$ cat config.mk
export PLATFORM = sky130hd
export DESIGN_NAME = bilinear_quad_mesh_generator_top
export DESIGN_NICKNAME = d
export VERILOG_FILES = /design/src/design/bqm_pkg.sv /design/src/design/bilinear_quad_mesh_generator_top.sv /design/src/design/bqm_datapath.sv /design/src/design/bqm_controller.sv
export SDC_FILE = /design/constraint.sdc
export NUM_CORES = 2
export LEC_CHECK = 0
export BUFFER_PORTS_ARGS = -buffer_cell sky130_fd_sc_hd__buf_2
export CAP_MARGIN = 20
export CORE_MARGIN = 2
export CORE_UTILIZATION = 25
export DETAILED_ROUTE_END_ITERATION = 16
export PLACE_DENSITY = 0.4
export SETUP_SLACK_MARGIN = 0.2
export SLEW_MARGIN = 40
export SYNTH_ARGS = -nofsm -noshare
export SYNTH_HDL_FRONTEND = slang
export SYNTH_SLANG_ARGS = --single-unit
$ cat constraint.sdc
create_clock -name clock -period 13.1 [get_ports clock]
set_input_delay 2.62 -clock clock [delete_from_list [all_inputs] [get_ports clock]]
set_output_delay 2.62 -clock clock [all_outputs]
set_load 0.02 [all_outputs]
$ cat src/design/bqm_pkg.sv
// ----------------------------------------------------------------------------
// bqm_pkg
// Shared types and constants for the bilinear quad mesh generator.
// ----------------------------------------------------------------------------
package bqm_pkg;

   localparam int IDX_W      = 3;
   localparam int REQ_DATA_W = 8;
   localparam int CSR_IDX_W  = 4;
   localparam int NUM_TERMS  = 4;

   localparam logic [1:0] TERM_C1 = 2'd0;
   localparam logic [1:0] TERM_C2 = 2'd1;
   localparam logic [1:0] TERM_C3 = 2'd2;
   localparam logic [1:0] TERM_C4 = 2'd3;

   typedef enum logic [2:0] {
      ST_IDLE,
      ST_MAC,
      ST_DIV,
      ST_RESULT
   } state_type;

   typedef struct packed {
      logic       load;
      logic       wgt_en;
      logic [1:0] wgt_term;
      logic       acc_init;
      logic       acc_en;
      logic [1:0] mac_term;
      logic       div_init;
      logic       div_en;
      logic       next_point;
   } dp_cmd_type;

   typedef struct packed {
      logic req_empty;
      logic last_point;
   } dp_status_type;

endpackage

$ cat src/design/bilinear_quad_mesh_generator_top.sv
// Each point runs a four-term MAC and then the bit-serial divider (one
// quotient bit per cycle), and is held on the output until it is taken;
// a zero count request skips both and gives a single empty result. One
// request is in flight at a time.
// Reset: synchronous, clears control state and zeroes the four corners.
// ----------------------------------------------------------------------------
// bilinear_quad_mesh_generator_top
// Emits the bilinear grid points of a quadrilateral held in four corner CSRs.
// ----------------------------------------------------------------------------
module bilinear_quad_mesh_generator_top #(
   parameter int MAX_DIV     = 7,
   parameter int COORD_WIDTH = 32
) (
   input  logic                                clock,
   input  logic                                reset,
   input  logic                                req_tvalid,
   output logic                                req_tready,
   // [2:0] cols_div, [5:3] rows_div
   input  logic [bqm_pkg::REQ_DATA_W-1:0]      req_tdata,
   output logic                                rsp_tvalid,
   input  logic                                rsp_tready,
   // [2:0] row_index, [5:3] col_index, point_x, point_y (COORD_WIDTH each)
   output logic [((2*bqm_pkg::IDX_W+2*COORD_WIDTH+7)/8)*8-1:0] rsp_tdata,
   output logic                                rsp_tlast,
   // [0] empty_mesh
   output logic                                rsp_tuser,
   input  logic                                csr_valid,
   output logic                                csr_ready,
   input  logic [bqm_pkg::CSR_IDX_W-1:0]       csr_index,
   input  logic [COORD_WIDTH-1:0]              csr_data
);

   localparam int RSP_W = ((2*bqm_pkg::IDX_W + 2*COORD_WIDTH + 7) / 8) * 8;

   bqm_pkg::dp_cmd_type                cmd;
   bqm_pkg::dp_status_type             status;
   logic [bqm_pkg::IDX_W-1:0]          row_index, col_index;
   logic signed [COORD_WIDTH-1:0]      point_x, point_y;

   assign csr_ready = 1'b1;

   bqm_controller #(
      .COORD_WIDTH(COORD_WIDTH)
   ) u_ctrl (
      .clock      (clock),
      .reset      (reset),
      .req_tvalid (req_tvalid),
      .req_tready (req_tready),
      .rsp_tvalid (rsp_tvalid),
      .rsp_tready (rsp_tready),
      .status     (status),
      .cmd        (cmd)
   );

   bqm_datapath #(
      .MAX_DIV    (MAX_DIV),
      .COORD_WIDTH(COORD_WIDTH)
   ) u_dp (
      .clock      (clock),
      .reset      (reset),
      .csr_we     (csr_valid && csr_ready),
      .csr_index  (csr_index),
      .csr_data   (csr_data),
      .req_tdata  (req_tdata),
      .cmd        (cmd),
      .status     (status),
      .row_index  (row_index),
      .col_index  (col_index),
      .point_x    (point_x),
      .point_y    (point_y),
      .empty_mesh (rsp_tuser)
   );

   assign rsp_tdata = RSP_W'({point_y, point_x, col_index, row_index});
   assign rsp_tlast = status.last_point;

endmodule

$ cat src/design/bqm_datapath.sv
// ----------------------------------------------------------------------------
// bqm_datapath
// Corner registers, grid counters, weight/MAC lanes for x and y and a
// radix-2 restoring divider per lane.
// ----------------------------------------------------------------------------
module bqm_datapath #(
   parameter int MAX_DIV     = 7,
   parameter int COORD_WIDTH = 32
) (
   input  logic                                 clock,
   input  logic                                 reset,
   input  logic                                 csr_we,
   input  logic [bqm_pkg::CSR_IDX_W-1:0]        csr_index,
   input  logic [COORD_WIDTH-1:0]               csr_data,
   input  logic [bqm_pkg::REQ_DATA_W-1:0]       req_tdata,
   input  bqm_pkg::dp_cmd_type                  cmd,
   output bqm_pkg::dp_status_type               status,
   output logic [bqm_pkg::IDX_W-1:0]            row_index,
   output logic [bqm_pkg::IDX_W-1:0]            col_index,
   output logic signed [COORD_WIDTH-1:0]        point_x,
   output logic signed [COORD_WIDTH-1:0]        point_y,
   output logic                                 empty_mesh
);

   localparam int W     = COORD_WIDTH;
   localparam int DW    = $clog2(MAX_DIV * MAX_DIV + 1);
   localparam int ACC_W = W + DW + 2;
   localparam int PRD_W = W + DW + 1;
   localparam int IW    = bqm_pkg::IDX_W;

   logic signed [W-1:0]     corner_ff [2][bqm_pkg::NUM_TERMS];
   logic [IW-1:0]           n1_ff, n1_in, n2_ff, n2_in;
   logic [IW-1:0]           i_ff, i_in, j_ff, j_in;
   logic [DW-1:0]           den_ff, den_in;
   logic [DW-1:0]           wgt_ff, wgt_in;
   logic                    empty_ff, empty_in;
   logic signed [ACC_W-1:0] acc_ff [2];
   logic signed [ACC_W-1:0] acc_in [2];
   logic [DW:0]             rem_ff [2];
   logic [DW:0]             rem_in [2];
   logic [W-1:0]            quo_ff [2];
   logic [W-1:0]            quo_in [2];

   logic [IW-1:0]           cols_sat, rows_sat, fa, fb;
   logic [2*IW-1:0]         wgt_full, den_full;
   logic signed [PRD_W-1:0] prod [2];
   logic [DW+1:0]           trial [2];
   logic [DW:0]             dvsr;

   always_ff @(posedge clock) begin
      if (reset) begin
         for (int l = 0; l < 2; l++) begin
            for (int t = 0; t < bqm_pkg::NUM_TERMS; t++) begin
               corner_ff[l][t] <= '0;
            end
         end
      end else if (csr_we && !csr_index[bqm_pkg::CSR_IDX_W-1]) begin
         corner_ff[csr_index[0]][csr_index[2:1]] <= csr_data;
      end
   end

   always_comb begin
      cols_sat = (req_tdata[IW-1:0] > IW'(MAX_DIV)) ? IW'(MAX_DIV) : req_tdata[IW-1:0];
      rows_sat = (req_tdata[2*IW-1:IW] > IW'(MAX_DIV)) ? IW'(MAX_DIV)
                                                       : req_tdata[2*IW-1:IW];
      den_full = (2*IW)'(cols_sat) * (2*IW)'(rows_sat);
      status.req_empty  = (cols_sat == '0) || (rows_sat == '0);
      status.last_point = empty_ff || ((i_ff == n1_ff) && (j_ff == n2_ff));

      fa = (cmd.wgt_term inside {bqm_pkg::TERM_C1, bqm_pkg::TERM_C4}) ? n1_ff - i_ff : i_ff;
      fb = (cmd.wgt_term inside {bqm_pkg::TERM_C1, bqm_pkg::TERM_C2}) ? n2_ff - j_ff : j_ff;
      wgt_full = (2*IW)'(fa) * (2*IW)'(fb);
      dvsr     = {den_ff, 1'b0};

      n1_in    = n1_ff;
      n2_in    = n2_ff;
      den_in   = den_ff;
      empty_in = empty_ff;
      i_in     = i_ff;
      j_in     = j_ff;
      wgt_in   = cmd.wgt_en ? DW'(wgt_full) : wgt_ff;

      if (cmd.load) begin
         n1_in    = cols_sat;
         n2_in    = rows_sat;
         den_in   = DW'(den_full);
         empty_in = status.req_empty;
         i_in     = '0;
         j_in     = '0;
      end else if (cmd.next_point) begin
         if (i_ff == n1_ff) begin
            i_in = '0;
            j_in = j_ff + IW'(1);
         end else begin
            i_in = i_ff + IW'(1);
         end
      end

      for (int l = 0; l < 2; l++) begin
         prod[l]   = $signed({1'b0, wgt_ff}) * corner_ff[l][cmd.mac_term];
         trial[l]  = {rem_ff[l], quo_ff[l][W-1]};
         acc_in[l] = acc_ff[l];
         rem_in[l] = rem_ff[l];
         quo_in[l] = quo_ff[l];
         if (cmd.acc_init) begin
            acc_in[l] = $signed(ACC_W'(den_ff)) + $signed(ACC_W'(den_ff) << W);
         end else if (cmd.acc_en) begin
            acc_in[l] = acc_ff[l] + $signed({prod[l], 1'b0});
         end
         if (cmd.div_init) begin
            rem_in[l] = acc_ff[l][W+DW:W];
            quo_in[l] = acc_ff[l][W-1:0];
         end else if (cmd.div_en) begin
            if (trial[l] >= {1'b0, dvsr}) begin
               rem_in[l] = (DW+1)'(trial[l] - {1'b0, dvsr});
               quo_in[l] = {quo_ff[l][W-2:0], 1'b1};
            end else begin
               rem_in[l] = trial[l][DW:0];
               quo_in[l] = {quo_ff[l][W-2:0], 1'b0};
            end
         end
      end
   end

   always_ff @(posedge clock) begin
      if (reset) begin
         empty_ff <= 1'b0;
         i_ff     <= '0;
         j_ff     <= '0;
         n1_ff    <= '0;
         n2_ff    <= '0;
      end else begin
         empty_ff <= empty_in;
         i_ff     <= i_in;
         j_ff     <= j_in;
         n1_ff    <= n1_in;
         n2_ff    <= n2_in;
      end
   end

   always_ff @(posedge clock) begin
      den_ff <= den_in;
      wgt_ff <= wgt_in;
      for (int l = 0; l < 2; l++) begin
         acc_ff[l] <= acc_in[l];
         rem_ff[l] <= rem_in[l];
         quo_ff[l] <= quo_in[l];
      end
   end

   assign row_index  = j_ff;
   assign col_index  = i_ff;
   assign empty_mesh = empty_ff;
   assign point_x    = empty_ff ? '0 : {~quo_ff[0][W-1], quo_ff[0][W-2:0]};
   assign point_y    = empty_ff ? '0 : {~quo_ff[1][W-1], quo_ff[1][W-2:0]};

endmodule

$ cat src/design/bqm_controller.sv
// ----------------------------------------------------------------------------
// bqm_controller
// Sequencer: request accept, four-term MAC, bit-serial divide, result handoff.
// ----------------------------------------------------------------------------
module bqm_controller #(
   parameter int COORD_WIDTH = 32
) (
   input  logic                   clock,
   input  logic                   reset,
   input  logic                   req_tvalid,
   output logic                   req_tready,
   output logic                   rsp_tvalid,
   input  logic                   rsp_tready,
   input  bqm_pkg::dp_status_type status,
   output bqm_pkg::dp_cmd_type    cmd
);

   localparam int SW = $clog2(COORD_WIDTH + 1);

   bqm_pkg::state_type state_ff, state_in;
   logic [SW-1:0]      step_ff, step_in, step_m1;

   always_ff @(posedge clock) begin
      if (reset) begin
         state_ff <= bqm_pkg::ST_IDLE;
         step_ff  <= '0;
      end else begin
         state_ff <= state_in;
         step_ff  <= step_in;
      end
   end

   always_comb begin
      state_in   = state_ff;
      step_in    = step_ff;
      step_m1    = step_ff - SW'(1);
      cmd        = '0;
      req_tready = 1'b0;
      rsp_tvalid = 1'b0;
      case (state_ff)
         bqm_pkg::ST_IDLE: begin
            req_tready = 1'b1;
            step_in    = '0;
            if (req_tvalid) begin
               cmd.load = 1'b1;
               state_in = status.req_empty ? bqm_pkg::ST_RESULT : bqm_pkg::ST_MAC;
            end
         end
         bqm_pkg::ST_MAC: begin
            cmd.wgt_en   = (step_ff < SW'(bqm_pkg::NUM_TERMS));
            cmd.wgt_term = step_ff[1:0];
            cmd.acc_init = (step_ff == '0);
            cmd.acc_en   = (step_ff != '0);
            cmd.mac_term = step_m1[1:0];
            if (step_ff == SW'(bqm_pkg::NUM_TERMS)) begin
               step_in  = '0;
               state_in = bqm_pkg::ST_DIV;
            end else begin
               step_in = step_ff + SW'(1);
            end
         end
         bqm_pkg::ST_DIV: begin
            cmd.div_init = (step_ff == '0);
            cmd.div_en   = (step_ff != '0);
            if (step_ff == SW'(COORD_WIDTH)) begin
               step_in  = '0;
               state_in = bqm_pkg::ST_RESULT;
            end else begin
               step_in = step_ff + SW'(1);
            end
         end
         bqm_pkg::ST_RESULT: begin
            rsp_tvalid = 1'b1;
            step_in    = '0;
            if (rsp_tready) begin
               if (status.last_point) begin
                  state_in = bqm_pkg::ST_IDLE;
               end else begin
                  cmd.next_point = 1'b1;
                  state_in       = bqm_pkg::ST_MAC;
               end
            end
         end
         default: begin
            state_in = bqm_pkg::ST_IDLE;
         end
      endcase
   end

endmodule

; ---- Yosys cells after proc, flatten, opt, wreduce, memory -nomap -nowiden
; Memories as Yosys holds them, arrays and structs flattened.
; Index checks and enable logic that the tools add are counted.
[word_totals]
regBits = 34
latchBits = 0
ramBits = 414
rom_bits = 0
out_inout_bits = 77
elab_cells = 131
n_memories = 4
[mem_list]
columns = memory, words, width, rd, rd_clocked_by_memory_dff, wr, line
row1 = u_dp.corner_ff, 2, 128, 2, 0, 2, bqm_datapath.sv:31  ; logic signed [W-1:0] corner_ff [2][bqm_pkg::NUM_TERMS];
row2 = u_dp.acc_ff, 2, 40, 2, 0, 2, bqm_datapath.sv:37  ; logic signed [ACC_W-1:0] acc_ff [2];
row3 = u_dp.quo_ff, 2, 32, 2, 0, 2, bqm_datapath.sv:41  ; logic [W-1:0] quo_ff [2];
row4 = u_dp.rem_ff, 2, 7, 2, 0, 2, bqm_datapath.sv:39  ; logic [DW:0] rem_ff [2];
[classes]
add_sub_neg = 11
multipliers = 4
div_mod_pow = 0
order_cmp = 8
n_eq_ne = 13
shifts = 0
muxes = 58
bitwise = 4
reduce_logical = 20
[ops]
columns = op, count
row1 = $mux W128, 3
row2 = $mux W32, 11
row3 = $mux W40, 4
row4 = $bmux W32 S2, 2
row5 = $reduce_or A128 Y1, 1
row6 = $add A40 B40 Y40, 2
row7 = $mul A7 B32 Y39, 2
row8 = $demux W32 S2, 1
row9 = $mux W7, 7
row10 = $add A6 B38 Y39, 1
row11 = $mux W3, 9
row12 = $pmux W6 S3, 1
row13 = $ge A8 B7 Y1, 2
row14 = $mux W1, 15
row15 = $sub A7 B7 Y7, 2
row16 = $mul A3 B3 Y6, 2
row17 = $mux W6, 2
row18 = $pmux W3 S4, 1
row19 = $logic_not A3 Y1, 3
row20 = $add A3 B1 Y3 const B, 2
row21 = $add A6 B1 Y6 const B, 1
row22 = $eq A3 B2 Y1 const B, 2
row23 = $eq A3 B3 Y1, 2
row24 = $eq A6 B3 Y1 const B, 1
row25 = other kinds (26), 39

; ---- Depth between registers and ports, before layout
[logic_depth]
word_depth = 10
ltp_mapped = 44

; ---- Hierarchy
; A second synthesis with hierarchy kept.
[hier_totals]
hier_cells = 3455
area_unflattened_um2 = 36618.9
[by_module_without_submodules]
columns = module, instances, cells_each, area_per_inst_um2, seq_area_each_um2
row1 = bqm_datapath, 1, 3384, 36023.3, 12421.9
row2 = bqm_controller, 1, 66, 565.5, 160.2
row3 = bilinear_quad_mesh_generator_top, 1, 5, 30.0, 0.0

; ---- Worst setup path after synthesis
; OpenSTA, ideal clock, no wires.
[synth_timing]
kind = reg2reg
from = register u_ctrl.step_ff[0]
to = memory u_dp.acc_ff[0][73] in the netlist's numbering, data pin
setup_time_ns = 0.265
arrival_ns = 8.611
required_ns = 12.835
setup_slack_ns = 4.223
stages_incl_launch_ff = 40
n_path_buf = 6
synth_period_minus_slack_ns = 8.877
cell_sequence = dfxtp_1 > clkbuf_1 > inv_1 > clkbuf_1 > buf_1 > ha_1 > inv_1 > nand2_1 > clkbuf_1 > clkbuf_1 > clkbuf_1 > a31oi_1 > and2_1 > fa_1 > inv_1 > fa_1 > inv_1 > fa_1 > (+4 left out) > a211oi_1 > nor2_1 > nor3_1 > or2_2 > o21ai_0 > a31o_2 > a21o_1 > a21oi_1 > xnor2_1 > ha_1 > a21oi_1 > or3b_1 > and3b_1 > nor2_1 > a311oi_2 > o21ai_1 > and4b_1 > or3_1
[synth_rtl]
columns = element, line
row1 = "start, declared", bqm_controller.sv:21  ; logic [SW-1:0] step_ff, step_in, step_m1;
row2 = "start signal, assigned", bqm_controller.sv:29  ; step_ff <= step_in;
row3 = "end, declared", bqm_datapath.sv:37

==> summary.txt <==
Yosys
  – Cell accounting for the most synthesized area: edfxtp_1
  – Top_reg_cell synth: edfxtp_1
  – Sequential cell area fraction in the yosys report: 34.6%
  – Netlist Area Pre-Place: 36400 um^2
  – Synth cell count leaders: and2_1 (581), edfxtp_1 (369), nand2_1 (361)
  – Count of flip-flops with a built-in enable after synthesis: 369
  – Yosys cell types: 89
  – Mean area per synthesized cell: 9.97 um^2
  – Asr flop ratio synth: 0%
  – Most common cell in the netlist: and2_1
  – Yosys Warn Count: 0
  – Yosys reg bits: 444
  – Yosys top cell area share: 30.4%
  – Largest cells by area after synthesis: edfxtp_1 (30%), fa_1 (15%), and2_1 (10%)
  – Post-Syn Instances: 3652

Clock tree
  – CTS tree: done
  – CTS sink count: 444
  – Clock transition at path regs: 60 ps
  – CTS Buf Count: 57
  – Hold_buf cts: 0
  – Maximum clock path buffer count: 3
  – CTS Root Buffer Type: clkbuf_16
  – Post-CTS setup buffer count: 0
  – Clk Latency, worst-skew pair: 660 ps
  – # resized after CTS: 0
  – CTS H-tree lvls: 2

Floorplanning
  – Initial Util: 25.1%
  – Chip Width: 386 um
  – IO Pins: 126
  – Die Y: 386 um
  – Core Area: 145000 um^2
  – Die area: 149000 um^2
  – # rows: 140

Drt
  – Antenna viol nets, final: 0
  – DR vias: 25522
  – Drt wl/cell: 18.8 um
  – DR vias/cell: 4.48
  – Remaining DRCs: 0
  – WL final: 107000 um
  – Drt initial violations: 1223
  – 1st-pass router iterations: 5

GRT
  – Initial antenna violation count: 26
  – Largest net degree at the start of global routing: 71
  – Vias in the first global route: 26574
  – All-Layer GR Usage: 14.3%
  – GRT overflow: 0
  – First-pass GRT wire length: 164000 um

Worst setup path
  – Crit path largest cell delay: 640 ps
  – CP dominant cell by count: a21oi_1
  – Critical path class: flip-flop to flip-flop
  – WP data required: 13630 ps
  – Reg-to-reg slack, setup: 2810 ps
  – Worst path slowest cell: a31oi_1
  – Buf+Inv Stages, Crit Path: 5
  – Critical Path AT: 10810 ps
  – Family with the most delay on the worst path: compound AO/OA/AOI/OAI gates
  – Critical Path Sink Type: flip-flop
  – Critical Path Start Type: flip-flop
  – Max FO, Critical Path: 41

Timing
  – Slew headroom: 42.7%
  – Fin crit share: 78.5%
  – Worst slew pin tran: 855 ps
  – Setup TNS: 0 ps
  – Crit path time final: 10290 ps
  – Setup Skew: 26.6 ps
  – Peak Freq: 97.2 MHz
  – Max Transition Viols Final: 0
  – RSZ-0062 raised after global routing: false
  – Final setup violation count: 0
  – Fin. Hold Viols: 0

Placed design
  – Post-DP HPWL: 77100 um
  – Placed cells: 5590
  – RePlAce Congestion: 0.779
  – Port bufs: 120

Cells and area
  – Area grow syn2layout: 13.5%
  – Multi-input logic area: 22200 um^2
  – Layout cells sized above 1: 10.5%
  – Layout fillers: 15485
  – Post-Route Utilization: 28.5%
  – Post-Layout Cell Count: 5700
  – Final #Nets: 4303
  – Register area: 12600 um^2

Job
  – Number of max-cap violations: 0

Hold path
  – Worst hold path class: flip-flop to flip-flop

Status
  – Status: finished clean
## layout make-up
| cell class | instances | area share [%] |
|---|---|---|
| sequential | 444 | 30.5 |
| tap | 1917 | 5.80 |
| antenna | 7 | 0.0424 |
| multi-input combinational | 2697 | 53.6 |
| timing repair buffer | 171 | 2.49 |
| clock buffer | 74 | 3.78 |
| inverter | 361 | 3.28 |
| clock inverter | 29 | 0.539 |
## final timing paths
| check | start | endpoint | depth (start not counted) |
|---|---|---|---|
| setup / recovery | u_ctrl.step_ff[0] | u_dp.acc_ff[0][78] | 35 |
| hold / removal | u_dp.n2_ff[0] | u_dp.n2_ff[0] | 2 |
| setup reg to reg | u_ctrl.step_ff[0] | u_dp.acc_ff[0][78] | 35 |
| hold reg to reg | u_dp.n2_ff[0] | u_dp.n2_ff[0] | 2 |
## stage by stage
step	hold slack (ps)	setup slack [ps]	area, um^2
6_report	456	2810	41300
5_1_grt	473	2050	41300
4_1_cts	458	2650	41300
3_5_place_dp	450	2690	39500
3_3_place_gp	448	2740	39300
2_1_floorplan	436	4220	36400
## routing by layer
layer  global-route usage, %  wire, um  up-vias
li1                        -         -    12541
met1                    20.8     53900    12529
met2                    22.6     47000      323
met3                    2.20      4160      103
met4                    2.77      1690       26
met5                       0       166        -
## worst reg2reg max path, delay by kind of cell, from the launching register on
family	cells	cell delay [ps]
adders and majority gates	7	3010
xor gates and xnor gates	2	810
and+or+nand+nor	4	960
buffers and inverters	5	1260
DFF	1	320
AOI/OAI and AO/OA	17	3830
## sequential cells by signal, indices dropped and copies added (netlist names)
register / flops
u_dp.wgt_ff: 6
u_ctrl.step_ff: 6
u_dp.n1_ff: 3
u_dp.quo_ff: 64
u_ctrl.state_ff: 2
u_dp.n2_ff: 3
u_dp.col_index: 3
u_dp.row_index: 3
u_dp.rem_ff: 14
u_dp.den_ff: 6
u_dp.empty_mesh: 1
u_dp.corner_ff: 256
u_dp.acc_ff: 77
## kinds of logic after synthesis
| logic type | share of synthesized area [%] |
|---|---|
| adder cells (fa/ha/maj) | 23.5 |
| AND/OR/NAND/NOR | 19.2 |
| multiplexers | 2.03 |
| buffers and inverters | 5.32 |
| AO/OA/AOI/OAI | 11.5 |
| flip-flops | 34.6 |
| other | 0.0206 |
| XOR/XNOR | 3.90 |
## cells in the final DEF, fill, tap and decap left out, drive strengths merged, types with 5 or more instances in the layout
master / instances
nor3: 30
a21boi: 6
nand2: 361
o21ai: 133
mux2: 63
diode: 7
fa: 268
o22ai: 5
o21bai: 17
edfxtp: 369
o211ai: 8
and2: 581
nor2b: 97
dfxtp: 75
xnor2: 99
nand3: 32
a41o: 5
xor2: 58
nor2: 99
a41oi: 6
nand4: 20
ha: 254
buf: 171
o21a: 18
a22o: 7
clkbuf: 74
or3: 9
a31oi: 73
clkinv: 20
nand2b: 23
and3: 15
a21oi: 168
inv: 367
or2: 9
o31ai: 13
a211oi: 75
a21o: 74
Power is left out: the tool's default activity adds up to more than one toggle a clock period on the data nets, which glitch-free logic cannot reach.
